`src/hw/rtl/pfma_pkg.sv`:
```
// pfma_pkg: shared types, register and function codes for the pooling engine
// used by the controller, the datapath, the top level and the checker
// depends on nothing
package pfma_pkg;

  // default sizes, handed to the top level parameters
  localparam int MAX_ROWS_DEF    = 64;
  localparam int MAX_COLS_DEF    = 64;
  localparam int MAX_POOL_DEF    = 8;
  localparam int SAMPLE_BITS_DEF = 16;

  // fixed field widths
  localparam int ROW_W  = 6;
  localparam int COL_W  = 6;
  localparam int FUNC_W = 2;
  localparam int CFG_W  = 7;
  localparam int CFG_AW = 3;
  localparam int STRIDE_MAX = 8;

  // signed width for window positions and output dimension checks
  localparam int POS_W = 12;
  typedef logic signed [POS_W-1:0] pos_t;

  typedef enum logic [FUNC_W-1:0] {
    FUNC_WRITE = 2'd0,
    FUNC_MAX   = 2'd1,
    FUNC_AVG   = 2'd2,
    FUNC_NONE  = 2'd3
  } func_e;

  typedef enum logic [CFG_AW-1:0] {
    REG_IN_ROWS     = 3'd0,
    REG_IN_COLS     = 3'd1,
    REG_POOL_ROWS   = 3'd2,
    REG_POOL_COLS   = 3'd3,
    REG_PAD_ROWS    = 3'd4,
    REG_PAD_COLS    = 3'd5,
    REG_STRIDE_ROWS = 3'd6,
    REG_STRIDE_COLS = 3'd7
  } reg_e;

  // register reset values
  localparam logic [6:0] IN_ROWS_RST     = 7'd64;
  localparam logic [6:0] IN_COLS_RST     = 7'd64;
  localparam logic [3:0] POOL_ROWS_RST   = 4'd2;
  localparam logic [3:0] POOL_COLS_RST   = 4'd2;
  localparam logic [2:0] PAD_ROWS_RST    = 3'd0;
  localparam logic [2:0] PAD_COLS_RST    = 3'd0;
  localparam logic [3:0] STRIDE_ROWS_RST = 4'd2;
  localparam logic [3:0] STRIDE_COLS_RST = 4'd2;

  // commands from the controller to the datapath
  typedef struct packed {
    logic wr;        // store one pixel
    logic load;      // capture a query
    logic setup;     // range check, window origin, divisor
    logic step;      // read one window position
    logic div_load;  // take the window sum into the divider
    logic div_step;  // one quotient bit
  } pfma_cmd_t;

  // status from the datapath to the controller
  typedef struct packed {
    logic oob;
    logic walk_last;
    logic is_avg;
    logic div_last;
  } pfma_sts_t;

endpackage

```
`src/hw/rtl/pfma_ctrl.sv`:
```
// pfma_ctrl: sequencing state machine of the pooling engine
// drives datapath commands from start/func and datapath status
// depends on pfma_pkg
module pfma_ctrl (
  input  logic                         clk_i,
  input  logic                         rst_ni,
  input  logic                         start_i,
  input  logic [pfma_pkg::FUNC_W-1:0]  func_i,
  input  pfma_pkg::pfma_sts_t          sts_i,
  output pfma_pkg::pfma_cmd_t          cmd_o,
  output logic                         busy_o,
  output logic                         done_o
);
  import pfma_pkg::*;

  typedef enum logic [6:0] {
    ST_IDLE  = 7'b0000001,
    ST_CHECK = 7'b0000010,
    ST_WALK  = 7'b0000100,
    ST_LAST  = 7'b0001000,
    ST_PREP  = 7'b0010000,
    ST_DIV   = 7'b0100000,
    ST_DONE  = 7'b1000000
  } state_e;

  state_e state_q, state_d;

  assign busy_o = (state_q != ST_IDLE);
  assign done_o = (state_q == ST_DONE);

  always_comb begin
    state_d = state_q;
    cmd_o   = '0;
    case (state_q)
      ST_IDLE: begin
        if (start_i) begin
          if (func_i == FUNC_WRITE) begin
            cmd_o.wr = 1'b1;
          end else if (func_i inside {FUNC_MAX, FUNC_AVG}) begin
            cmd_o.load = 1'b1;
            state_d    = ST_CHECK;
          end
        end
      end
      ST_CHECK: begin
        cmd_o.setup = 1'b1;
        state_d     = sts_i.oob ? ST_DONE : ST_WALK;
      end
      ST_WALK: begin
        cmd_o.step = 1'b1;
        if (sts_i.walk_last) begin
          state_d = ST_LAST;
        end
      end
      // last read data lands in the accumulator here
      ST_LAST: begin
        state_d = sts_i.is_avg ? ST_PREP : ST_DONE;
      end
      ST_PREP: begin
        cmd_o.div_load = 1'b1;
        state_d        = ST_DIV;
      end
      ST_DIV: begin
        cmd_o.div_step = 1'b1;
        if (sts_i.div_last) begin
          state_d = ST_DONE;
        end
      end
      ST_DONE: begin
        state_d = ST_IDLE;
      end
      default: begin
        state_d = ST_IDLE;
      end
    endcase
  end

  always_ff @(posedge clk_i or negedge rst_ni) begin
    if (!rst_ni) begin
      state_q <= ST_IDLE;
    end else begin
      state_q <= state_d;
    end
  end

endmodule

```
`config.mk`:
```
export PLATFORM = sky130hd
export DESIGN_NAME = pfma_ctrl
export DESIGN_NICKNAME = d
export VERILOG_FILES = /design/src/hw/rtl/pfma_pkg.sv /design/src/hw/rtl/pfma_ctrl.sv
export SDC_FILE = /design/constraint.sdc
export NUM_CORES = 1
export LEC_CHECK = 0
export ABC_CLOCK_PERIOD_IN_PS = 2400
export BUFFER_PORTS_ARGS = -buffer_cell sky130_fd_sc_hd__buf_2
export CAP_MARGIN = 10
export CORE_AREA = 2 2 39 41
export CTS_CLUSTER_DIAMETER = 50
export DETAILED_ROUTE_END_ITERATION = 8
export DIE_AREA = 0 0 41 43
export PLACE_DENSITY_LB_ADDON = 0.12
export SYNTH_ARGS = -nofsm -noshare
export SYNTH_HDL_FRONTEND = slang
export SYNTH_SLANG_ARGS = --single-unit
```
`constraint.sdc`:
```
create_clock -name clk_i -period 2.4 [get_ports clk_i]
set_input_delay 0.24 -clock clk_i [delete_from_list [all_inputs] [get_ports clk_i]]
set_output_delay 0.24 -clock clk_i [all_outputs]
set_load 0.005 [all_outputs]
```
==> reports/summary.txt, run 1 <==
Final #Nets - 87
CTS sink cnt - 7
Worst Setup End Kind - primary output
CTS tree - yes
slowest stage delay, CP - 0.44 ns
r2r endpoint - state_q[6]
CP max FO - 6
Die Ht - 43 microns
Hold Crit Start - sts_i[2]
Post-synth EDFFs - 0
H-Tree Level Count - 1
Required @ worst endpoint - 2.16 ns
gr ovfl total - 0
Die Area - 1760 sq um
Clk pin slew, worst setup/hold paths - 0.06 ns
clk buf depth - 2
fmax - 560 MHz
total wire length - 1090 microns
Initial Util - 35.0%
worst hold path depth - 2
Setup Viol. Count Final - 0
Cell Int Power - 0.309 mW
PnR worst setup slack - 0.615 ns
syn_nets - 66
dpl cells - 87
Place WS - 0.888 ns
row count - 14
PD cells - 841 nW/um^2
switch share - 39.6%
Num CTS Buffers - 3
fin crit share - 74.4%
port bufs - 16
Placement Cell Area - 573 sq um
DRT iter0 DRCs - 6
worst skew pair latency - 0.26 ns
GP Congestion - 0.750
Finished Cell Area - 609 sq um
post-route insts no fill - 92
Async SR Flop Fraction - 100%
Clock power frac - 21.7%
detailed-route DRC error count - 0
setup repair bufs after CTS - 0
setup total negative slack - 0 ns
Largest regs - state_q (7)
Largest register FFs - 7
status - finished, final reports clean
Reg with most FFs - state_q
1st-pass router iterations - 4
critical path arrival - 1.54 ns
layout cells sized above 1 - 30.3%
Clock Root Buffer - clkbuf_4
final total power - 0.512 mW
area grow syn2layout - 25.8%
Slowest-stage cell, CP - dfrtp_1
Hold/Removal Path Class - input pin to flop
total track usage - 15.3%
I/O pin count - 17
Detail Route Antenna Nets - 0
Reg2Reg Setup Slack - 1.04 ns
Max rail drop VDD - 0.266 mV
Mapped Cells - 56
Resize count post-CTS - 0
Slew @ Worst Pin - 0.326 ns
most common cell after layout, fill and taps aside - buf_2
clock skew - 0.00787 ns
reg2reg start - state_q[0]
Synth cell types - 27
synthesized cell area - 484 sq um
critical-path cell list - nor2_1, nand2_1, or2_1, inv_1, buf_2
DP HPWL - 860 microns
vias post-DR - 483
P_sw - 0.203 mW
Hold Vio Cnt, Final - 0
commonest non-fill, non-tap cells in the layout - buf_2, nor2_1, dfrtp_1, inv_1, nand2_1
max cap viols - 0
vias in the first global route - 418
Synthesis Warnings - 0
first-pass GRT wire length - 1760 microns
mean area per synthesized cell - 8.65 sq um
Seq cells post-synth - 7
Die X - 41 microns
initial antenna violation count - 0
routed vias/inst - 5.25
hold_ws - 0.166 ns
Routed WL per cell - 11.8 microns
part of the power in combinational logic - 41.6%
part of the power in registers - 36.8%
min Tclk post-route - 1.78 ns
Slew Limit Headroom - 78.2%
Core Area - 1380 sq um
fin util - 44.0%
RSZ-0062 raised after global routing - false
leakage - 0.313 nW
Startpoint Class - flop
Primary FF master, synth - dfrtp_1
largest net degree at the start of global routing - 12
fin. max-slew vios - 0
Seq/Total Area, Yosys - 36.4%
Diodes inserted - 0
hold endpoint - state_q[2]
Setup CP Type - flop to primary output
Reg2Reg Depth - 4
-- metal layers --
layer  vias to the layer above  global-route usage [%]  wire length, microns
li1                        240                       -                     -
met4                         0                    12.0                    40
met3                         5                    3.14                    73
met2                        19                    21.9                   499
met5                         -                       0                     0
met1                       219                    18.9                   474
-- cell usage after synthesis, types with 2 or more instances --
library cell / number / area share [%]
nor3_1: 2 / 2.1
nand2b_1: 2 / 2.6
nor3_2: 2 / 4.1
and4b_1: 3 / 6.2
nand3_1: 2 / 2.1
dfrtp_1: 6 / 31
nor2_1: 10 / 7.8
inv_1: 5 / 3.9
nand2_1: 5 / 3.9
nor4b_1: 2 / 3.6
-- repair_timing --
item,in CTS,in global routing
hold endpoints to repair,6,0
hold buffers,1,0
setup endpoints to repair,0,0
-- worst max-delay path by stage --
stage	start	end	slack [ns]	cells after the start
6_report	state_q[3]	cmd_o[2]	0.62	5
4_1_cts	state_q[3]	cmd_o[2]	0.60	5
3_3_place_gp	state_q[3]	cmd_o[2]	0.89	5
5_1_grt	state_q[3]	cmd_o[2]	0.48	5
3_5_place_dp	state_q[3]	cmd_o[2]	0.89	5
2_1_floorplan	state_q[1]	cmd_o[2]	1.10	4
-- power groups by stage --
stage / clock network, mW / logic, mW / registers (mW)
2_1_floorplan: 0 / 0.153 / 0.181
3_3_place_gp: 0 / 0.215 / 0.189
3_5_place_dp: 0 / 0.216 / 0.189
4_1_cts: 0.113 / 0.218 / 0.187
5_1_grt: 0.122 / 0.247 / 0.195
6_report: 0.111 / 0.213 / 0.188
-- cell type report --
cell class | instances | area (sq um)
inverters | 5 | 18.8
fillers | 146 | 774
well taps | 16 | 20.0
repair buffers | 17 | 90.1
multi-input cells | 43 | 278
clock buffers | 4 | 26.3
flip-flops and latches | 7 | 176
-- logic make-up after synthesis --
| kind of cell | count (synthesis) | synth area share (%) |
|---|---|---|
| XOR/XNOR | 1 | 1.81 |
| AO/OA/AOI/OAI | 10 | 16.0 |
| multiplexers | 1 | 2.07 |
| flip-flops | 7 | 36.4 |
| AND/OR/NAND/NOR | 30 | 34.9 |
| buffers and inverters | 6 | 6.20 |
| adder cells (fa/ha/maj) | 1 | 2.58 |
-- worst max-delay path, delay by kind of cell (launching register included) --
family / cells / cell delay, ns
simple gates: 3 / 0.69
flops: 1 / 0.44
buf+inv: 2 / 0.16
Note: power is estimated with default switching activity, not from simulation.
==> run 2: changes to the inputs <==
- ABC_AREA: default -> 1
- ABC_CLOCK_PERIOD_IN_PS: 2400 -> 1700
- clock period: 2.4 -> 1.7 ns (I/O delays scaled with it)
==> run 2 against run 1 <==
Net effect: non-clock buffer count unchanged; global-route usage decreased by 0.055 points; register-to-register slack lost 0.58 ns; flip-flop and latch count unchanged; clock skew shrank 0.0075 ns; largest cell class unchanged; clock power is 38% higher; sequential power up 29%; synthesized area up 6.7%; first-iteration DRC count did not move; hold slack got worse by 0.055 ns; combinational power grew 62%; sequential share of layout area down 1.9 points.
==> reports/summary.txt, run 2 <==
total track usage - 15.2%
GP Congestion - 0.709
Primary FF master, synth - dfrtp_1
Hold Crit Start - sts_i[3]
switch share - 42.2%
Seq/Total Area, Yosys - 34.1%
slowest stage delay, CP - 0.56 ns
Multi-input gate area - 280 sq um
port bufs - 16
Synth top cells by count - nor2_1, nand2_1, inv_1
Slowest-stage cell, CP - dfstp_2
DRT met1 WL - 463 microns
Die Area - 1760 sq um
dpl cells - 105
Startpoint Class - flop
PnR worst setup slack - 0.111 ns
Required @ worst endpoint - 1.53 ns
fin util - 47.2%
Placement Cell Area - 617 sq um
Clock power frac - 20.7%
layout cells sized above 1 - 39.4%
Finished Cell Area - 653 sq um
part of the power in registers - 32.8%
RSZ-0062 raised after global routing - false
I/O pin count - 17
synth top area cells - dfrtp_1, nor2_1, nor2_4
Fillers - 152
Clk pin slew, worst setup/hold paths - 0.05 ns
Worst Setup End Kind - primary output
most frequent cell after synthesis - nor2_1
first-pass GRT wire length - 1720 microns
max cap viols - 0
Diodes inserted - 0
critical-path cell list - inv_2, nor2_1, nand2_1, nor2_4, and3_1, buf_2
commonest non-fill, non-tap cells in the layout - nor2_1, buf_2, nand2_1, inv_1
Num CTS Buffers - 3
Detail Route Antenna Nets - 0
register area - 176 sq um
Routed WL per cell - 9.18 microns
vias post-DR - 477
Initial Util - 37.3%
DP HPWL - 852 microns
Synth cell types - 19
status - finished, final reports clean
Final #Nets - 105
Max Used Layer - met4
fin crit share - 93.4%
Mapped Cells - 73
CP Buf/Inv Count - 2
DR WL met2 - 500 microns
reg2reg start - state_q[0]
metal3 WL - 29 microns
top-area cell type share of the netlist area - 29.1%
initial antenna violation count - 0
Hold Vio Cnt, Final - 0
routed vias/inst - 4.34
P_sw - 0.312 mW
Hold/Removal Path Class - input pin to flop
Largest regs - state_q (7)
vias in the first global route - 423
Worst Setup SP - state_q[0]
critical path arrival - 1.42 ns
Slew Limit Headroom - 86.5%
clk buf depth - 2
Setup CP Type - flop to primary output
DRT iter0 DRCs - 6
fin. max-slew vios - 0
detailed-route DRC error count - 0
Async SR Flop Fraction - 100%
clock skew - 0.000335 ns
row count - 14
worst skew pair latency - 0.25 ns
Clock Root Buffer - clkbuf_4
CTS tree - yes
delay-heaviest family, CP - flip-flops
Largest register FFs - 7
Synthesis Warnings - 0
H-Tree Level Count - 1
gr ovfl total - 0
setup repair bufs after CTS - 0
Core Area - 1380 sq um
min Tclk post-route - 1.59 ns
1st-pass router iterations - 2
Resize count post-CTS - 0
Die Ht - 43 microns
leading area contributor after synthesis - dfrtp_1
hold-fix buffer count after cts - 1
Cell Int Power - 0.427 mW
CP max FO - 4
Post-synth EDFFs - 0
post-route insts no fill - 110
Place WS - 0.373 ns
mean area per synthesized cell - 7.08 sq um
PD cells - 1130 nW/um^2
Seq cells post-synth - 7
total wire length - 1010 microns
CTS sink cnt - 7
Die X - 41 microns
Setup Viol. Count Final - 0
area grow syn2layout - 26.4%
largest net degree at the start of global routing - 8
synthesized cell area - 517 sq um
fmax - 630 MHz
part of the power in combinational logic - 46.5%
Slew @ Worst Pin - 0.200 ns
setup total negative slack - 0 ns
leakage - 0.373 nW
Max rail drop VDD - 0.657 mV
syn_nets - 83
Reg with most FFs - state_q
==> run 2: changes by cell type after synthesis, moves of 2 or more <==
cell / delta
and4b_1: -3
nand2_1: +6
nand2b_1: -2
nor2_4: +5
nor4b_1: -2
nand3_1: +4
inv_1: +5
nor2_1: +6
inv_2: +6
nor3_2: -2
nand3_2: +2
==> run 2: kinds of logic after synthesis <==
family / after synthesis / share of synthesized area, %
AND/OR/NAND/NOR: 46 / 48.2
buffers and inverters: 16 / 11.6
flip-flops: 7 / 34.1
AO/OA/AOI/OAI: 3 / 3.63
adder cells (fa/ha/maj): 1 / 2.42
==> run 2: path summary, 6_finish.rpt <==
path	endpoint	slack [ns]	cells after the start
setup / recovery	cmd_o[5]	0.11	6
hold / removal	state_q[2]	0.11	2
setup reg to reg	state_q[1]	0.46	7
hold reg to reg	state_q[5]	0.63	2
max in group asynchronous	state_q[0]	1.19	2
min in group asynchronous	state_q[5]	0.28	2
==> run 2: cell type report <==
class                   count  area share (%)
well taps                  16            3.07
multi-input cells          50            42.9
repair buffers             17            13.8
clock buffers               4            4.02
flip-flops and latches      7            27.0
inverters                  16            9.20
==> run 2: power groups by stage <==
stage	registers, mW	logic (mW)	clock network (mW)
final	0.242	0.344	0.153
after global placement	0.244	0.348	0
after floorplan	0.241	0.263	0
after CTS	0.243	0.351	0.161
after global routing	0.246	0.390	0.174
after detailed placement	0.245	0.348	0
==> run 2: through the flow <==
step           total power [mW]  hold WS [ns]
2_1_floorplan             0.504        -0.126
3_3_place_gp              0.592        0.0119
3_5_place_dp              0.593        0.0133
4_1_cts                   0.755         0.106
5_1_grt                   0.809         0.115
6_report                  0.738         0.110
==> run 2: worst reg2reg max path, delay by kind of cell (launching register included) <==
kind            cells  cell delay [ns]
compound gates      1             0.09
flops               1             0.56
simple gates        5             0.45
buf+inv             1             0.05
==> run 2: layer usage <==
layer / vias to the layer above / GRT usage (%)
met1: 199 / 20.4
met2: 11 / 19.4
met5: - / 0
li1: 265 / -
met3: 2 / 3.14
met4: 0 / 14.0
==> run 3: changes to the inputs <==
- PLACE_DENSITY_LB_ADDON: 0.12 -> 0.1
==> run 3 against run 2 <==
Net effect: core utilization is the same; register-to-register slack is essentially flat; final cell count is the same; power is essentially flat; sequential share of layout area is the same; first-iteration DRC count shrank 67%; non-clock buffer count is the same; combinational power is essentially flat; critical path depth is the same; fmax shrank 0.18%; largest power group unchanged.
==> reports/summary.txt, run 3 (same netlist as run 2, synthesis figures left out) <==
port bufs - 16
Slowest-stage cell, CP - dfstp_2
Slew Limit Headroom - 85.9%
total track usage - 14.9%
Die Ht - 43 microns
Initial Util - 37.3%
Core Area - 1380 sq um
Clock Root Buffer - clkbuf_4
H-Tree Level Count - 1
reg2reg start - state_q[0]
CTS tree - yes
hold_ws - 0.106 ns
post-route insts no fill - 110
Required @ worst endpoint - 1.53 ns
area grow syn2layout - 26.4%
largest net degree at the start of global routing - 8
fin. max-slew vios - 0
Hold Vio Cnt, Final - 0
Setup CP Type - flop to primary output
min Tclk post-route - 1.59 ns
Final #Nets - 105
Resize count post-CTS - 0
RSZ-0062 raised after global routing - false
total wire length - 1020 microns
clk buf depth - 2
Worst Setup SP - state_q[0]
Slew @ Worst Pin - 0.209 ns
max cap viols - 0
Fillers - 156
1st-pass router iterations - 4
Largest register FFs - 7
PD cells - 1130 nW/um^2
hold-fix buffer count after cts - 1
fmax - 628 MHz
Num CTS Buffers - 3
detailed-route DRC error count - 0
gr ovfl total - 0
final total power - 0.738 mW
Routed WL per cell - 9.29 microns
GP Congestion - 0.705
critical path arrival - 1.42 ns
Hold Crit Start - sts_i[3]
Clk pin slew, worst setup/hold paths - 0.05 ns
first-pass GRT wire length - 1740 microns
leakage - 0.373 nW
Max rail drop VDD - 0.674 mV
slowest stage delay, CP - 0.55 ns
commonest non-fill, non-tap cells in the layout - nor2_1, buf_2, nand2_1, inv_1
vias post-DR - 481
setup total negative slack - 0 ns
Reg with most FFs - state_q
setup repair bufs after CTS - 0
Largest regs - state_q (7)
CTS sink cnt - 7
worst skew pair latency - 0.25 ns
CP max FO - 4
status - finished, final reports clean
DP HPWL - 859 microns
Worst Setup End Kind - primary output
Die Area - 1760 sq um
vias in the first global route - 430
clock skew - 0.00241 ns
routed vias/inst - 4.37
critical-path cell list - inv_2, nor2_1, nand2_1, nor2_4, and3_1, buf_2
I/O pin count - 17
Setup Viol. Count Final - 0
Startpoint Class - flop
Die X - 41 microns
layout cells sized above 1 - 39.4%
Hold/Removal Path Class - input pin to flop
row count - 14
Diodes inserted - 0
initial antenna violation count - 0
fin crit share - 93.6%
Detail Route Antenna Nets - 0
DRT iter0 DRCs - 2
dpl cells - 105
run 3: cell counts in the layout (fill, tap and decap cells not counted):
Identical to the previous run, type by type.
run 3: final timing paths:
check                                   to  slack, ns  cells past startpoint
worst max-delay path              cmd_o[5]       0.11                      6
worst min-delay path            state_q[2]       0.11                      2
worst max register to register  state_q[1]       0.46                      7
worst min register to register  state_q[5]       0.61                      3
max in group asynchronous       state_q[0]       1.19                      2
min in group asynchronous       state_q[3]       0.28                      2
run 3: where the power goes:
part | switching [mW] | internal, mW | leakage, nW
Sequential | 0.0362 | 0.206 | 0.0928
Clock | 0.0607 | 0.0895 | 0.0150
Combinational | 0.215 | 0.131 | 0.265
run 3: per-stage QoR:
step | setup slack (ns) | utilization [%] | area, sq um
finish | 0.109 | 47.2 | 653
floorplan | 0.503 | - | 517
global route | 0.0407 | 47.2 | 653
global placement | 0.389 | 44.6 | 617
detailed placement | 0.381 | 44.6 | 617
CTS | 0.117 | 47.2 | 653
run 3: critical path: cells and delay by family (launching register included):
kind | cells | cell delay, ns
DFF | 1 | 0.55
and+or+nand+nor | 4 | 0.45
buffers and inverters | 2 | 0.16
run 3: cell type report:
| type | instances | area [sq um] | area share, % |
|---|---|---|---|
| Inverter | 16 | 60.1 | 9.20 |
| Clock buffer | 4 | 26.3 | 4.02 |
| Timing Repair Buffer | 17 | 90.1 | 13.8 |
| Tap cell | 16 | 20.0 | 3.07 |
| Sequential cell | 7 | 176 | 27.0 |
| Multi-Input combinational cell | 50 | 280 | 42.9 |
run 3: metal layers:
metal  share of wire (%)  global-route usage [%]
met1                  47                    20.7
met2                  49                    20.9
met3                 3.9                    3.14
met4                   0                    8.00
met5                   0                       0
